==> src/sv/tswo_pkg.sv <==
// Package for the trace SWO packet decoder: decoder state codes, result kinds,
// default sizes and the output word layout.
// No dependencies.
`timescale 1ns / 1ps
`default_nettype none

package tswo_pkg;

	// default sizes
	localparam int PROTO_MAX_BYTES_DEF = 7;
	localparam int SYNC_ZERO_COUNT_DEF = 5;

	// fixed field widths of the result word
	localparam int PROTO_OUT_BYTES = 7;
	localparam int TDATA_W         = 104;
	localparam int TUSER_W         = 2;

	// sync marker that follows the zero run
	localparam logic [7:0] SYNC_MARK = 8'h80;

	// result kinds, carried on tuser
	localparam logic [1:0] KIND_SYNC   = 2'd0;
	localparam logic [1:0] KIND_SOURCE = 2'd1;
	localparam logic [1:0] KIND_PROTO  = 2'd2;

	// decoder states; the first four match header bits 1..0 of a source header
	localparam logic [3:0] ST_UNSYNC  = 4'd0;
	localparam logic [3:0] ST_SRC1_B0 = 4'd1;
	localparam logic [3:0] ST_SRC2_B0 = 4'd2;
	localparam logic [3:0] ST_SRC4_B0 = 4'd3;
	localparam logic [3:0] ST_SRC2_B1 = 4'd4;
	localparam logic [3:0] ST_SRC4_B1 = 4'd5;
	localparam logic [3:0] ST_SRC4_B2 = 4'd6;
	localparam logic [3:0] ST_SRC4_B3 = 4'd7;
	localparam logic [3:0] ST_PROTO   = 4'd8;
	localparam logic [3:0] ST_IDLE    = 4'd9;

	// one decoded result word
	typedef struct packed {
		logic [1:0]  kind;
		logic [4:0]  source_address;
		logic        hardware_source;
		logic [2:0]  payload_bytes;
		logic [31:0] payload_value;
		logic [2:0]  protocol_length;
		logic [55:0] protocol_bytes;
	} tswo_result_t;

endpackage

`default_nettype wire

==> src/sv/trace_swo_packet_decoder.sv <==
// Trace SWO packet decoder top level: byte stream in, decoded packet words out.
// Depends on tswo_pkg.
`timescale 1ns / 1ps
`default_nettype none

// Decodes an ITM-style trace byte stream, one byte per word on the slave side.
// The decoder starts unsynchronised and locks when SYNC_ZERO_COUNT or more zero
// bytes are followed by 0x80; that sequence also resynchronises in the middle of
// a packet. A word appears on the master side for each sync found, each source
// packet completed (address, hardware flag, 1/2/4 byte little-endian payload) and
// each protocol packet completed (up to PROTO_MAX_BYTES bytes, continued while
// bit 7 is set). A source header with size bits 00 drops the decoder back to
// unsynchronised without a word. Throughput is one byte per clock while the
// master side takes its words: a byte is held in an input register, the state
// step runs on the held byte and its word lands in an output register, which
// drives the master side. Output stalls back up through the input register only
// while the output register holds an untaken word.
module trace_swo_packet_decoder
	import tswo_pkg::*;
#(
	parameter int PROTO_MAX_BYTES = PROTO_MAX_BYTES_DEF,  // 2..7
	parameter int SYNC_ZERO_COUNT = SYNC_ZERO_COUNT_DEF   // 1..7
) (
	input  wire logic               clk,
	input  wire logic               arst_n,
	// slave side: tdata = trace_byte[7:0]
	input  wire logic               s_tvalid,
	output      logic               s_tready,
	input  wire logic [7:0]         s_tdata,
	// master side
	output      logic               m_tvalid,
	input  wire logic               m_tready,
	// tdata, from bit 0: source_address[4:0], hardware_source, payload_bytes[2:0],
	// payload_value[31:0], protocol_length[2:0], protocol_bytes[55:0], 4 zero bits
	output      logic [TDATA_W-1:0] m_tdata,
	// tuser = packet_kind[1:0]
	output      logic [TUSER_W-1:0] m_tuser
);

	localparam int ZW = $clog2(SYNC_ZERO_COUNT + 1);
	localparam int CW = $clog2(PROTO_MAX_BYTES + 1);
	localparam int IW = $clog2(PROTO_MAX_BYTES);

	// input register
	logic       valid_s1;
	logic [7:0] byte_s1;

	// decoder state
	logic [3:0]    st_q, st_d;
	logic [ZW-1:0] zero_run_q, zero_run_d;
	logic [5:0]    tag_q, tag_d;
	logic [23:0]   part_q, part_d;
	logic [7:0]    buf_q [PROTO_MAX_BYTES];
	logic [7:0]    buf_d [PROTO_MAX_BYTES];
	logic [CW-1:0] cnt_q, cnt_d;

	// output register
	logic         out_valid_q;
	tswo_result_t res_q;

	// step logic
	logic         adv;
	logic         res_v;
	logic         emit_src, emit_proto;
	logic [2:0]   src_n;
	logic [31:0]  src_val;
	logic [CW-1:0] plen;
	logic [55:0]  pbytes;
	tswo_result_t res_d;

	// handshake: the input register moves on when the output register is free or its word is being taken
	assign adv      = valid_s1 && (!out_valid_q || m_tready);
	assign s_tready = !valid_s1 || adv;

	always_ff @(posedge clk or negedge arst_n) begin
		if (!arst_n) begin
			valid_s1 <= 1'b0;
		end else if (s_tready) begin
			valid_s1 <= s_tvalid;
		end
	end

	always_ff @(posedge clk) begin
		if (s_tready && s_tvalid) begin
			byte_s1 <= s_tdata;
		end
	end

	// one decoder step on the held byte
	always_comb begin
		st_d       = st_q;
		zero_run_d = zero_run_q;
		tag_d      = tag_q;
		part_d     = part_q;
		buf_d      = buf_q;
		cnt_d      = cnt_q;
		res_v      = 1'b0;
		emit_src   = 1'b0;
		emit_proto = 1'b0;
		src_n      = 3'd0;
		src_val    = 32'd0;
		plen       = cnt_q;

		// zero run, saturating
		if (byte_s1 == 8'd0) begin
			if (zero_run_q < ZW'(SYNC_ZERO_COUNT)) begin
				zero_run_d = zero_run_q + ZW'(1);
			end
		end else begin
			zero_run_d = '0;
		end

		if (byte_s1 == SYNC_MARK && zero_run_q >= ZW'(SYNC_ZERO_COUNT)) begin
			st_d  = ST_IDLE;
			res_v = 1'b1;
		end else begin
			unique case (st_q)
				ST_IDLE: begin
					if (byte_s1[2:0] != 3'd0) begin
						tag_d  = {byte_s1[2], byte_s1[7:3]};
						part_d = '0;
						st_d   = {2'b00, byte_s1[1:0]};
					end else if (byte_s1 != 8'd0) begin
						buf_d[0] = byte_s1;
						if (byte_s1[7]) begin
							cnt_d = CW'(1);
							st_d  = ST_PROTO;
						end else begin
							plen       = CW'(1);
							emit_proto = 1'b1;
						end
					end
				end
				ST_PROTO: begin
					if (cnt_q < CW'(PROTO_MAX_BYTES)) begin
						buf_d[cnt_q[IW-1:0]] = byte_s1;
					end
					cnt_d = cnt_q + CW'(1);
					plen  = cnt_d;
					if (cnt_d >= CW'(PROTO_MAX_BYTES) || !byte_s1[7]) begin
						st_d       = ST_IDLE;
						emit_proto = 1'b1;
					end
				end
				ST_SRC1_B0: begin
					st_d     = ST_IDLE;
					emit_src = 1'b1;
					src_n    = 3'd1;
					src_val  = {24'd0, byte_s1};
				end
				ST_SRC2_B0: begin
					part_d = {16'd0, byte_s1};
					st_d   = ST_SRC2_B1;
				end
				ST_SRC2_B1: begin
					st_d     = ST_IDLE;
					emit_src = 1'b1;
					src_n    = 3'd2;
					src_val  = {16'd0, byte_s1, part_q[7:0]};
				end
				ST_SRC4_B0: begin
					part_d = {16'd0, byte_s1};
					st_d   = ST_SRC4_B1;
				end
				ST_SRC4_B1: begin
					part_d = {8'd0, byte_s1, part_q[7:0]};
					st_d   = ST_SRC4_B2;
				end
				ST_SRC4_B2: begin
					part_d = {byte_s1, part_q[15:0]};
					st_d   = ST_SRC4_B3;
				end
				ST_SRC4_B3: begin
					st_d     = ST_IDLE;
					emit_src = 1'b1;
					src_n    = 3'd4;
					src_val  = {byte_s1, part_q};
				end
				default: begin
					// unsynchronised: bytes only feed the zero run
				end
			endcase
			res_v = emit_src || emit_proto;
		end
	end

	// protocol bytes: only the first plen bytes of the buffer count
	for (genvar g = 0; g < PROTO_OUT_BYTES; g++) begin : g_pbyte
		if (g < PROTO_MAX_BYTES) begin : g_used
			assign pbytes[8*g +: 8] = (CW'(g) < plen) ? buf_d[g] : 8'd0;
		end else begin : g_unused
			assign pbytes[8*g +: 8] = 8'd0;
		end
	end

	// result word, other kinds' fields zero
	always_comb begin
		res_d = '0;
		if (emit_src) begin
			res_d.kind            = KIND_SOURCE;
			res_d.source_address  = tag_q[4:0];
			res_d.hardware_source = tag_q[5];
			res_d.payload_bytes   = src_n;
			res_d.payload_value   = src_val;
		end else if (emit_proto) begin
			res_d.kind            = KIND_PROTO;
			res_d.protocol_length = 3'(plen);
			res_d.protocol_bytes  = pbytes;
		end else begin
			res_d.kind            = KIND_SYNC;
		end
	end

	// control state
	always_ff @(posedge clk or negedge arst_n) begin
		if (!arst_n) begin
			st_q        <= ST_UNSYNC;
			zero_run_q  <= '0;
			out_valid_q <= 1'b0;
		end else begin
			if (adv) begin
				st_q       <= st_d;
				zero_run_q <= zero_run_d;
			end
			if (adv) begin
				out_valid_q <= res_v;
			end else if (m_tready) begin
				out_valid_q <= 1'b0;
			end
		end
	end

	// packet state and result payload
	always_ff @(posedge clk) begin
		if (adv) begin
			tag_q  <= tag_d;
			part_q <= part_d;
			buf_q  <= buf_d;
			cnt_q  <= cnt_d;
			if (res_v) begin
				res_q <= res_d;
			end
		end
	end

	assign m_tvalid = out_valid_q;
	assign m_tuser  = res_q.kind;
	assign m_tdata  = {4'd0, res_q.protocol_bytes, res_q.protocol_length,
		res_q.payload_value, res_q.payload_bytes, res_q.hardware_source,
		res_q.source_address};

endmodule

`default_nettype wire

==> config.mk <==
export PLATFORM = sky130hd
export DESIGN_NAME = trace_swo_packet_decoder
export DESIGN_NICKNAME = d
export VERILOG_FILES = /design/src/sv/tswo_pkg.sv /design/src/sv/trace_swo_packet_decoder.sv
export SDC_FILE = /design/constraint.sdc
export NUM_CORES = 1
export LEC_CHECK = 0
export BUFFER_PORTS_ARGS = -buffer_cell sky130_fd_sc_hd__buf_2
export CAP_MARGIN = 20
export CORE_UTILIZATION = 45
export CTS_BUF_LIST = sky130_fd_sc_hd__clkbuf_2
export CTS_CLUSTER_DIAMETER = 120
export DETAILED_ROUTE_END_ITERATION = 16
export SLEW_MARGIN = 0
export SYNTH_ARGS = -nofsm -noshare
export SYNTH_HDL_FRONTEND = slang
export SYNTH_SLANG_ARGS = --single-unit
==> constraint.sdc <==
create_clock -name clk -period 8.2 [get_ports clk]
set_input_delay 0.82 -clock clk [delete_from_list [all_inputs] [get_ports clk]]
set_output_delay 0.82 -clock clk [all_outputs]
set_load 0.005 [all_outputs]
==> metrics.yaml, run 1 <==
clocking:
  clkTransAtPathRegs_ns: 0.11
  cts_tree: "yes"
  clock-sinks: 208
  cts_setup_buffers: 0
  post_cts_resized: 0
  root_buffer: "clkbuf_2"
  cts_hold_buf: 1
  clk_path_buf_depth: 3
  cts-buffers-inserted: 51
  clock_latency_ns: 0.80
  cts_htree_levels: 2
floorplanning:
  initial_core_util: 0.4639
  io_pins: 120
  dieHeight_um: 144.3
  fp.dieW_um: 144.3
  coreArea_mm2: 0.01965
  rows: 51
  die-area_mm2: 0.02083
finish:
  final_util: 0.5292
  stdcell_count: 1081
  drive_gt1_frac: 0.3133
  stdcell_area_mm2: 0.01040
  syn_to_final_growth_pct: 14.08
  final_common_cell: "edfxtp_1"
  most-common-layout-cells: "edfxtp_1 (199), buf_2 (116), clkbuf_2 (64)"
  fin_nets: 788
logic_synthesis:
  synth_flop_cell: "edfxtp_1"
  syn_inst: 632
  async_flop_share: 0.04327
  syn_area_per_cell_um2: 14.43
  yosysWarnings: 0
  yosysSeqAreaShare: 0.6801
  ys_types: 72
  syn_area_mm2: 0.009117
  synth_seq_cells: 208
  synth_edf_count: 199
placement:
  postPlaceCellArea_mm2: 0.009902
  dp.final_hpwl_mm: 12.44
  gp_congestion: 0.8886
  placedCellCount: 981
  portBuffers: 115
power_and_ir_drop:
  p_sw_frac: 0.3474
  switchingPower_mw: 1.113
  clockPowerShare: 0.200
  power_mw: 3.204
  peakVddDrop_v: 0.0001242
  seq_power_share: 0.521
  internal_power_mw: 2.091
  p_leak_nw: 3.960
  p_per_area_mw_per_mm2: 308.0
  combinationalPowerShare: 0.278
timing:
  skew_ns: 0.04378
  rsz0062_at_grt: "false"
  post-route-period-util: 0.5047
  slew_violations: 0
  worst_slew_pin_slew_ns: 1.092
  hold_violations: 0
  setup_tns_ns: 0
  setup_viol: 0
  max_freq_mhz: 241.6
  fin_crit_ns: 4.139
  maxSlewHeadroom: 0.2659
detailed_routing:
  drc_errors: 0
  routed-via-count: 5707
  wl_mm: 19.91
  drt-initial-drc-count: 416
  drtAntennaViolNets: 0
  avgViaCountPerCell: 5.279
  drtPass1Iterations: 5
  wire_per_inst_um: 18.42
flow_run:
  max-cap-violations: 0
grt:
  antenna_found_initial: 1
  grt_usage: 0.1963
  grt_pass1_wl_mm: 30.34
  grt_overflow_total: 0
  grt_max_degree: 64
  grt_pass1_vias: 5761
run_status:
  status: "finished clean"
worst_setup_path:
  cp.arrival_ns: 4.55
  startpoint_type: "flop"
  crit_type: "reg2reg"
  cp_max_fo: 63
  cp-end-kind: "flop"
  worstPathRequired_ns: 8.62
hold_path:
  hold_class: "in2reg"
[cell families after synthesis]
kind of cell	count (synthesis)	share of synthesized area
simple gates	178	0.1230
other cells	1	0.0004113
flops	208	0.6801
compound gates	106	0.08742
xor+xnor	3	0.002882
mux	53	0.06367
fa+ha+maj	4	0.005489
buf+inv	79	0.03705
[power by group through the flow]
stage                     clock network, mW  registers, mW  logic, mW
after floorplan                           0           1.66      0.613
after global placement                    0           1.68      0.862
after detailed placement                  0           1.69      0.878
after CTS                             0.667           1.67      0.881
after global routing                  0.719           1.70      0.982
final                                 0.642           1.67      0.892
[stage by stage]
step	hold slack, ns	worst slack (ns)
2_1_floorplan	0.4778	1.570
3_3_place_gp	0.5032	3.832
3_5_place_dp	0.5094	3.647
4_1_cts	0.1454	3.638
5_1_grt	0.1344	3.846
6_report	0.2234	4.061
[worst paths after layout]
path	cells after the start	start	slack [ns]	end
min in group asynchronous	2	arst_n	0.40	st_q[3]
max in group asynchronous	2	arst_n	7.59	zero_run_q[1]
worst min-delay path	1	s_tdata[2]	0.22	byte_s1[2]
worst max register to register	6	byte_s1[0]	4.06	m_tdata[49]
worst min register to register	1	part_q[20]	0.53	m_tdata[29]
worst max-delay path	6	byte_s1[0]	4.06	m_tdata[49]
[registers in the layout, summed over array words and instances, names as in the netlist]
register    flops
buf_q          56
byte_s1         8
cnt_q           3
m_tdata       100
m_tuser         2
m_tvalid        1
part_q         24
st_q            4
tag_q           6
valid_s1        1
zero_run_q      3
[critical path, stage by stage, from the launching register on]
cell and delay [ns]:
edfxtp_1 0.76, or4b_1 0.76, or3_1 0.65, nand2_1 0.15, a21oi_1 0.09, nor2_4 0.59, buf_4 0.72
[synth_stat cells, types with 3 or more instances]
library cell | n | share of area
edfxtp_1 | 199 | 0.66
and2_1 | 46 | 0.032
inv_1 | 36 | 0.015
mux2_2 | 30 | 0.037
nor2_1 | 27 | 0.011
clkbuf_1 | 22 | 0.0091
a211oi_1 | 21 | 0.017
nor2b_1 | 20 | 0.014
mux2i_1 | 19 | 0.021
nand2_1 | 19 | 0.0078
a21oi_1 | 18 | 0.0099
nor3b_1 | 18 | 0.015
a22oi_1 | 12 | 0.0099
buf_2 | 12 | 0.0066
a22o_1 | 9 | 0.0086
dfrtp_1 | 9 | 0.025
nor3_1 | 9 | 0.0049
a311oi_1 | 8 | 0.0077
nand2b_1 | 6 | 0.0041
o21ai_0 | 6 | 0.0033
buf_4 | 5 | 0.0041
ha_1 | 4 | 0.0055
or3_1 | 4 | 0.0027
nand3_1 | 3 | 0.0016
nor4_4 | 3 | 0.0070
o211ai_1 | 3 | 0.0025
o31ai_1 | 3 | 0.0025
[area by class of cell]
class                      instances  area [µm²]
timing repair buffer             126       678.2
sequential                       208        6201
fill                            1763        9253
multi-input combinational        348        2597
clock buffer                      64       320.3
tap                              265       331.6
antenna                            2       5.005
inverter                          37       138.9
clock inverter                    31       128.9
[layer usage]
layer	wire, µm	vias up	GRT usage
met1	8475	2797	0.2411
met4	460	0	0.08255
met5	0	-	0
li1	-	2699	-
met2	10030	174	0.3343
met3	937	37	0.04238
Note: power is estimated with default switching activity, not from simulation.
==> run 2, diff against run 1 <==
--- a/config.mk
+++ b/config.mk
@@ -5,12 +5,14 @@
 export SDC_FILE = /design/constraint.sdc
 export NUM_CORES = 1
 export LEC_CHECK = 0
+export ABC_AREA = 1
 export BUFFER_PORTS_ARGS = -buffer_cell sky130_fd_sc_hd__buf_2
 export CAP_MARGIN = 20
 export CORE_UTILIZATION = 45
 export CTS_BUF_LIST = sky130_fd_sc_hd__clkbuf_2
 export CTS_CLUSTER_DIAMETER = 120
 export DETAILED_ROUTE_END_ITERATION = 16
+export PLACE_DENSITY = 0.67
 export SLEW_MARGIN = 0
 export SYNTH_ARGS = -nofsm -noshare
 export SYNTH_HDL_FRONTEND = slang
==> constraint.sdc (replaced) <==
create_clock -name clk -period 3.7 [get_ports clk]
set_input_delay 0.37 -clock clk [delete_from_list [all_inputs] [get_ports clk]]
set_output_delay 0.37 -clock clk [all_outputs]
set_load 0.005 [all_outputs]
==> run 2 against run 1 <==
  * Setup slack got worse by 3.1 ns
  * Sequential cell count stayed put
  * Synthesized cell count increased by 30%
  * Global-route usage barely moved
  * Clock skew is 0.0011 ns higher
  * Sequential power grew 130%
  * Critical path depth is 7 higher
  * Register-to-register slack lost 3.1 ns
  * Via count grew 10%
  * Non-clock buffer count grew 15
  * Critical endpoint is now m_tdata[45]
  * Largest cell class unchanged
==> metrics.yaml, run 2 <==
logic_synthesis:
  synth_top_area_share: 0.6574
  synth_flop_cell: "edfxtp_1"
  synth.most_common_cell: "edfxtp_1"
  yosysSeqAreaShare: 0.6822
  syn_area_mm2: 0.009090
  yosysWarnings: 0
  yosys-top-cells-count: "edfxtp_1 (199), nand2_1 (145), inv_1 (120)"
  syn_area_per_cell_um2: 11.06
  syn_inst: 822
  synth_edf_count: 199
  synthTopCellsByArea: "edfxtp_1 (66%), nand2_1 (6.0%), inv_1 (5.0%), nor2_1 (4.4%), o21ai_0 (3.8%)"
  synth_seq_cells: 208
  async_flop_share: 0.04327
  synth_top_area_cell: "edfxtp_1"
  ys_types: 43
clocking:
  cts-buffers-inserted: 50
  clkTransAtPathRegs_ns: 0.10
  clock_latency_ns: 0.79
  clk_path_buf_depth: 3
  cts_tree: "yes"
  post_cts_resized: 0
  root_buffer: "clkbuf_2"
  cts_htree_levels: 2
  cts_setup_buffers: 0
  cts_hold_buf: 14
  clock-sinks: 208
worst_setup_path:
  crit_start: "byte_s1[7]"
  crit_type: "reg2reg"
  worstPathRequired_ns: 4.22
  cp-end-kind: "flop"
  crit_slowest_cell: "edfxtp_1"
  crit_path_frequent_cell: "nand2_1"
  reg2reg_slack_ns: 0.92
  critPathCapture: "m_tdata[45]"
  cp_max_fo: 26
  cp.depth: 13
  rr_startpoint: "byte_s1[7]"
  cp_cell_sequence: "inv_2 > nand2_1 > nor2_1 > nand2_2 > nand3_1 > nand2_1 > nand2_1 > nand2_1 > nand2_1 > nand2_4 > nand3_2 > nand2_1 > inv_1"
  critical-path-max-stage-delay_ns: 0.66
  r2r-end: "m_tdata[45]"
  startpoint_type: "flop"
  path_buf_inv: 2
  critPathTopFamily: "simple AND/OR/NAND/NOR gates"
  r2r_cells: 13
  cp.arrival_ns: 3.30
placement:
  gp_congestion: 0.8497
  dp_slack_ns: 0.8744
  portBuffers: 115
  dp.final_hpwl_mm: 12.32
detailed_routing:
  avgViaCountPerCell: 4.864
  wire_per_inst_um: 15.28
  drtPass1Iterations: 5
  drc_errors: 0
  wl_mm: 19.73
  routed-via-count: 6279
  drt-initial-drc-count: 419
  drtAntennaViolNets: 0
timing:
  post-route-period-util: 0.7504
  rsz0062_at_grt: "false"
  slew_violations: 0
  fin_crit_ns: 2.777
  setup_tns_ns: 0
  worst_slew_pin_slew_ns: 0.9348
  skew_ns: 0.04486
  hold_violations: 0
  setup_viol: 0
  maxSlewHeadroom: 0.3745
  max_freq_mhz: 360.2
  worst_slack_ns: 0.9235
grt:
  grt_max_degree: 74
  antenna_found_initial: 1
  grt_pass1_vias: 5793
  grt_overflow_total: 0
  grt_usage: 0.1962
  grt_pass1_wl_mm: 30.42
power_and_ir_drop:
  switchingPower_mw: 2.854
  p_per_area_mw_per_mm2: 735.2
  seq_power_share: 0.489
  internal_power_mw: 4.913
  peakVddDrop_v: 0.0002901
  p_sw_frac: 0.3674
  combinationalPowerShare: 0.321
  clockPowerShare: 0.190
  p_leak_nw: 4.568
floorplanning:
  initial_core_util: 0.4625
  rows: 51
  dieHeight_um: 144.1
  die-area_mm2: 0.02077
  io_pins: 120
  fp.dieW_um: 144.1
  coreArea_mm2: 0.01965
finish:
  drive_gt1_frac: 0.2390
  most-common-layout-cells: "edfxtp_1 (199), nand2_1 (145), inv_1 (119)"
  fin_nets: 1004
  largest_reg_flops: 100
  final_common_cell: "edfxtp_1"
  syn_to_final_growth_pct: 16.21
flow_run:
  max-cap-violations: 0
run_status:
  status: "finished clean"
hold_path:
  hold_class: "in2reg"
## run 2: worst min path at each step
stage                     from          to  cells after the start
finish              s_tdata[3]  byte_s1[3]                      2
global route        s_tdata[4]  byte_s1[4]                      2
CTS                 s_tdata[2]  byte_s1[2]                      2
detailed placement      arst_n    valid_s1                      1
global placement        arst_n    valid_s1                      1
floorplan               arst_n    m_tvalid                      0
## run 2: routing by layer
layer / vias up / GRT usage / part of all wire
met5: - / 0 / 0
met4: 0 / 0.07055 / 0.018
met3: 28 / 0.04007 / 0.063
met2: 207 / 0.3138 / 0.47
met1: 2941 / 0.2648 / 0.45
li1: 3103 / - / -
## run 2: kinds of logic after synthesis
group,Yosys count,synth area share
adders and majority gates,4,0.005506
and+or+nand+nor,294,0.1426
buffers and inverters,165,0.07433
other,1,0.0004125
AOI/OAI and AO/OA,148,0.09305
xor gates and xnor gates,2,0.001927
DFF,208,0.6822
## run 2: area by class of cell
class	instances	area, µm²
fill	1784	9090
sequential	208	6201
multi-input combinational	452	2243
timing repair buffer	141	823.3
inverter	135	509.2
clock buffer	69	345.3
tap	265	331.6
clock inverter	20	107.6
antenna	1	2.502
## run 2: stage by stage
stage | total power [mW] | instance area, µm² | std cells | hold slack [ns] | utilization
2_1_floorplan | 5.512 | 9120 | 825 | 0.07441 | -
3_3_place_gp | 6.284 | 9956 | 1186 | 0.2446 | 0.5066
3_5_place_dp | 6.318 | 9956 | 1186 | 0.2469 | 0.5066
4_1_cts | 7.823 | 10550 | 1289 | 0.2482 | 0.5367
5_1_grt | 8.346 | 10560 | 1291 | 0.2352 | 0.5375
6_report | 7.767 | 10560 | 1291 | 0.3104 | 0.5375
## run 2: power groups by stage
stage                     Clock, mW  Sequential (mW)  Combinational [mW]
after detailed placement          0             3.85                2.47
final                          1.48             3.80                2.50
after global placement            0             3.85                2.44
after floorplan                   0             3.84                1.67
after CTS                      1.52             3.80                2.50
after global routing           1.63             3.87                2.84
==> run 3, diff against run 2 <==
==> constraint.sdc (replaced) <==
create_clock -name clk -period 2.3 [get_ports clk]
set_input_delay 0.23 -clock clk [delete_from_list [all_inputs] [get_ports clk]]
set_output_delay 0.23 -clock clk [all_outputs]
set_load 0.005 [all_outputs]
==> run 3 against run 2 <==
  * Highest routed layer unchanged
  * Power is 70% higher
  * Wire length is 4.4% higher
  * Non-clock buffer count is 45 higher
==> metrics.yaml, run 3 (synthesized netlist as in run 2, its figures left out) <==
run_status:
  status: "finished clean"
clocking:
  cts-buffers-inserted: 51
  clock-sinks: 208
  cts_htree_levels: 2
  clkTransAtPathRegs_ns: 0.12
  clk_path_buf_depth: 3
  root_buffer: "clkbuf_2"
  cts_tree: "yes"
  clock_latency_ns: 0.80
finish:
  syn_to_final_growth_pct: 22.42
  final_common_cell: "edfxtp_1"
  largest_reg_flops: 100
  most-common-layout-cells: "edfxtp_1 (199), nand2_1 (140), inv_1 (117)"
  drive_gt1_frac: 0.2876
  nFillCells: 1708
  fin_nets: 1051
  final_util: 0.5662
  antenna_cells: 0
grt:
  grt_max_degree: 57
  grt_usage: 0.2022
  grt_overflow_total: 0
  antenna_found_initial: 0
  grt_pass1_wl_mm: 31.38
  grt_pass1_vias: 6150
timing:
  max_freq_mhz: 451.4
  worst_slew_pin_slew_ns: 0.5009
  fin_crit_ns: 2.215
  worst_slack_ns: 0.08455
  slew_violations: 0
  skew_ns: 0.06830
  hold_violations: 0
  setup_tns_ns: 0
  post-route-period-util: 0.9632
  maxSlewHeadroom: 0.6650
  setup_viol: 0
detailed_routing:
  wire_per_inst_um: 15.33
  drc_errors: 0
  drt-initial-drc-count: 379
  drtAntennaViolNets: 0
  routed-via-count: 6450
  wl_mm: 20.59
  avgViaCountPerCell: 4.803
  drtPass1Iterations: 5
floorplanning:
  fp.dieW_um: 144.1
  initial_core_util: 0.4625
  dieHeight_um: 144.1
  die-area_mm2: 0.02077
  coreArea_mm2: 0.01965
  io_pins: 120
  rows: 51
placement:
  portBuffers: 115
  gp_congestion: 0.8558
  dp.final_hpwl_mm: 12.89
  dp_slack_ns: 0.02745
hold_path:
  hold_class: "in2reg"
  worstHoldPathCells: 2
  holdCritStartpoint: "s_tdata[7]"
power_and_ir_drop:
  p_leak_nw: 4.817
  peakVddDrop_v: 0.0005166
  p_per_area_mw_per_mm2: 1186
worst_setup_path:
  cp-end-kind: "flop"
  crit_type: "reg2reg"
  r2r_cells: 9
  rr_startpoint: "cnt_q[1]"
  reg2reg_slack_ns: 0.08
  worstPathRequired_ns: 2.77
  cp_max_fo: 14
  startpoint_type: "flop"
  crit_start: "cnt_q[1]"
  cp.arrival_ns: 2.68
flow_run:
  max-cap-violations: 0
==> run 3: path summary, 6_finish.rpt <==
path	to
worst max-delay path	m_tdata[44]
worst min-delay path	byte_s1[7]
worst min register to register	m_tdata[18]
max in group asynchronous	m_tvalid
worst max register to register	m_tdata[44]
min in group asynchronous	st_q[1]
==> run 3: layout make-up <==
type,count,area (µm²),area share
clock buffer,70,350.3,0.03148
inverter,135,513.0,0.04610
sequential,208,6202,0.5573
tap,265,331.6,0.02980
timing repair buffer,186,1240,0.1114
multi-input combinational,453,2365,0.2125
clock inverter,26,126.4,0.01136
==> run 3: critical path: stages, from the launching register on <==
cell and delay (ns):
edfxtp_1 0.51, ha_1 0.24, xor2_1 0.18, o21ai_1 0.11, nand2_1 0.09, nand2_2 0.07
and3_4 0.20, nor2_4 0.21, buf_12 0.15, clkbuf_16 0.17
==> run 3: power breakdown <==
group | leakage (nW) | total, mW | switching [mW] | internal [mW]
combinational | 2.46 | 4.71 | 2.98 | 1.73
sequential | 2.01 | 6.08 | 0.391 | 5.69
clock | 0.351 | 2.41 | 1.46 | 0.950
==> run 3: through the flow <==
stage                     cells  total power [mW]  area [µm²]  hold WS [ns]
after global routing       1343             14.17       11130        0.1117
after CTS                  1334             13.00       10930       0.07317
final                      1343             13.20       11130        0.1542
after floorplan             825             8.925        9161      -0.06559
after global placement     1224             10.42       10310        0.1111
after detailed placement   1224             10.52       10310        0.1070
==> run 3: layer usage <==
metal,GRT usage,part of all wire
met5,0,0
met4,0.07111,0.019
met3,0.04238,0.066
met2,0.3402,0.49
met1,0.2583,0.43
==> run 3: timing repair <==
action                                 4_1_cts  5_1_grt
resized for setup                            1       22
endpoints found under the hold margin       27        0
setup buffers                                0        6
cloned                                       0        3
hold buffers                                14        0
setup endpoints to repair                    3      175
pin swaps                                    0        6
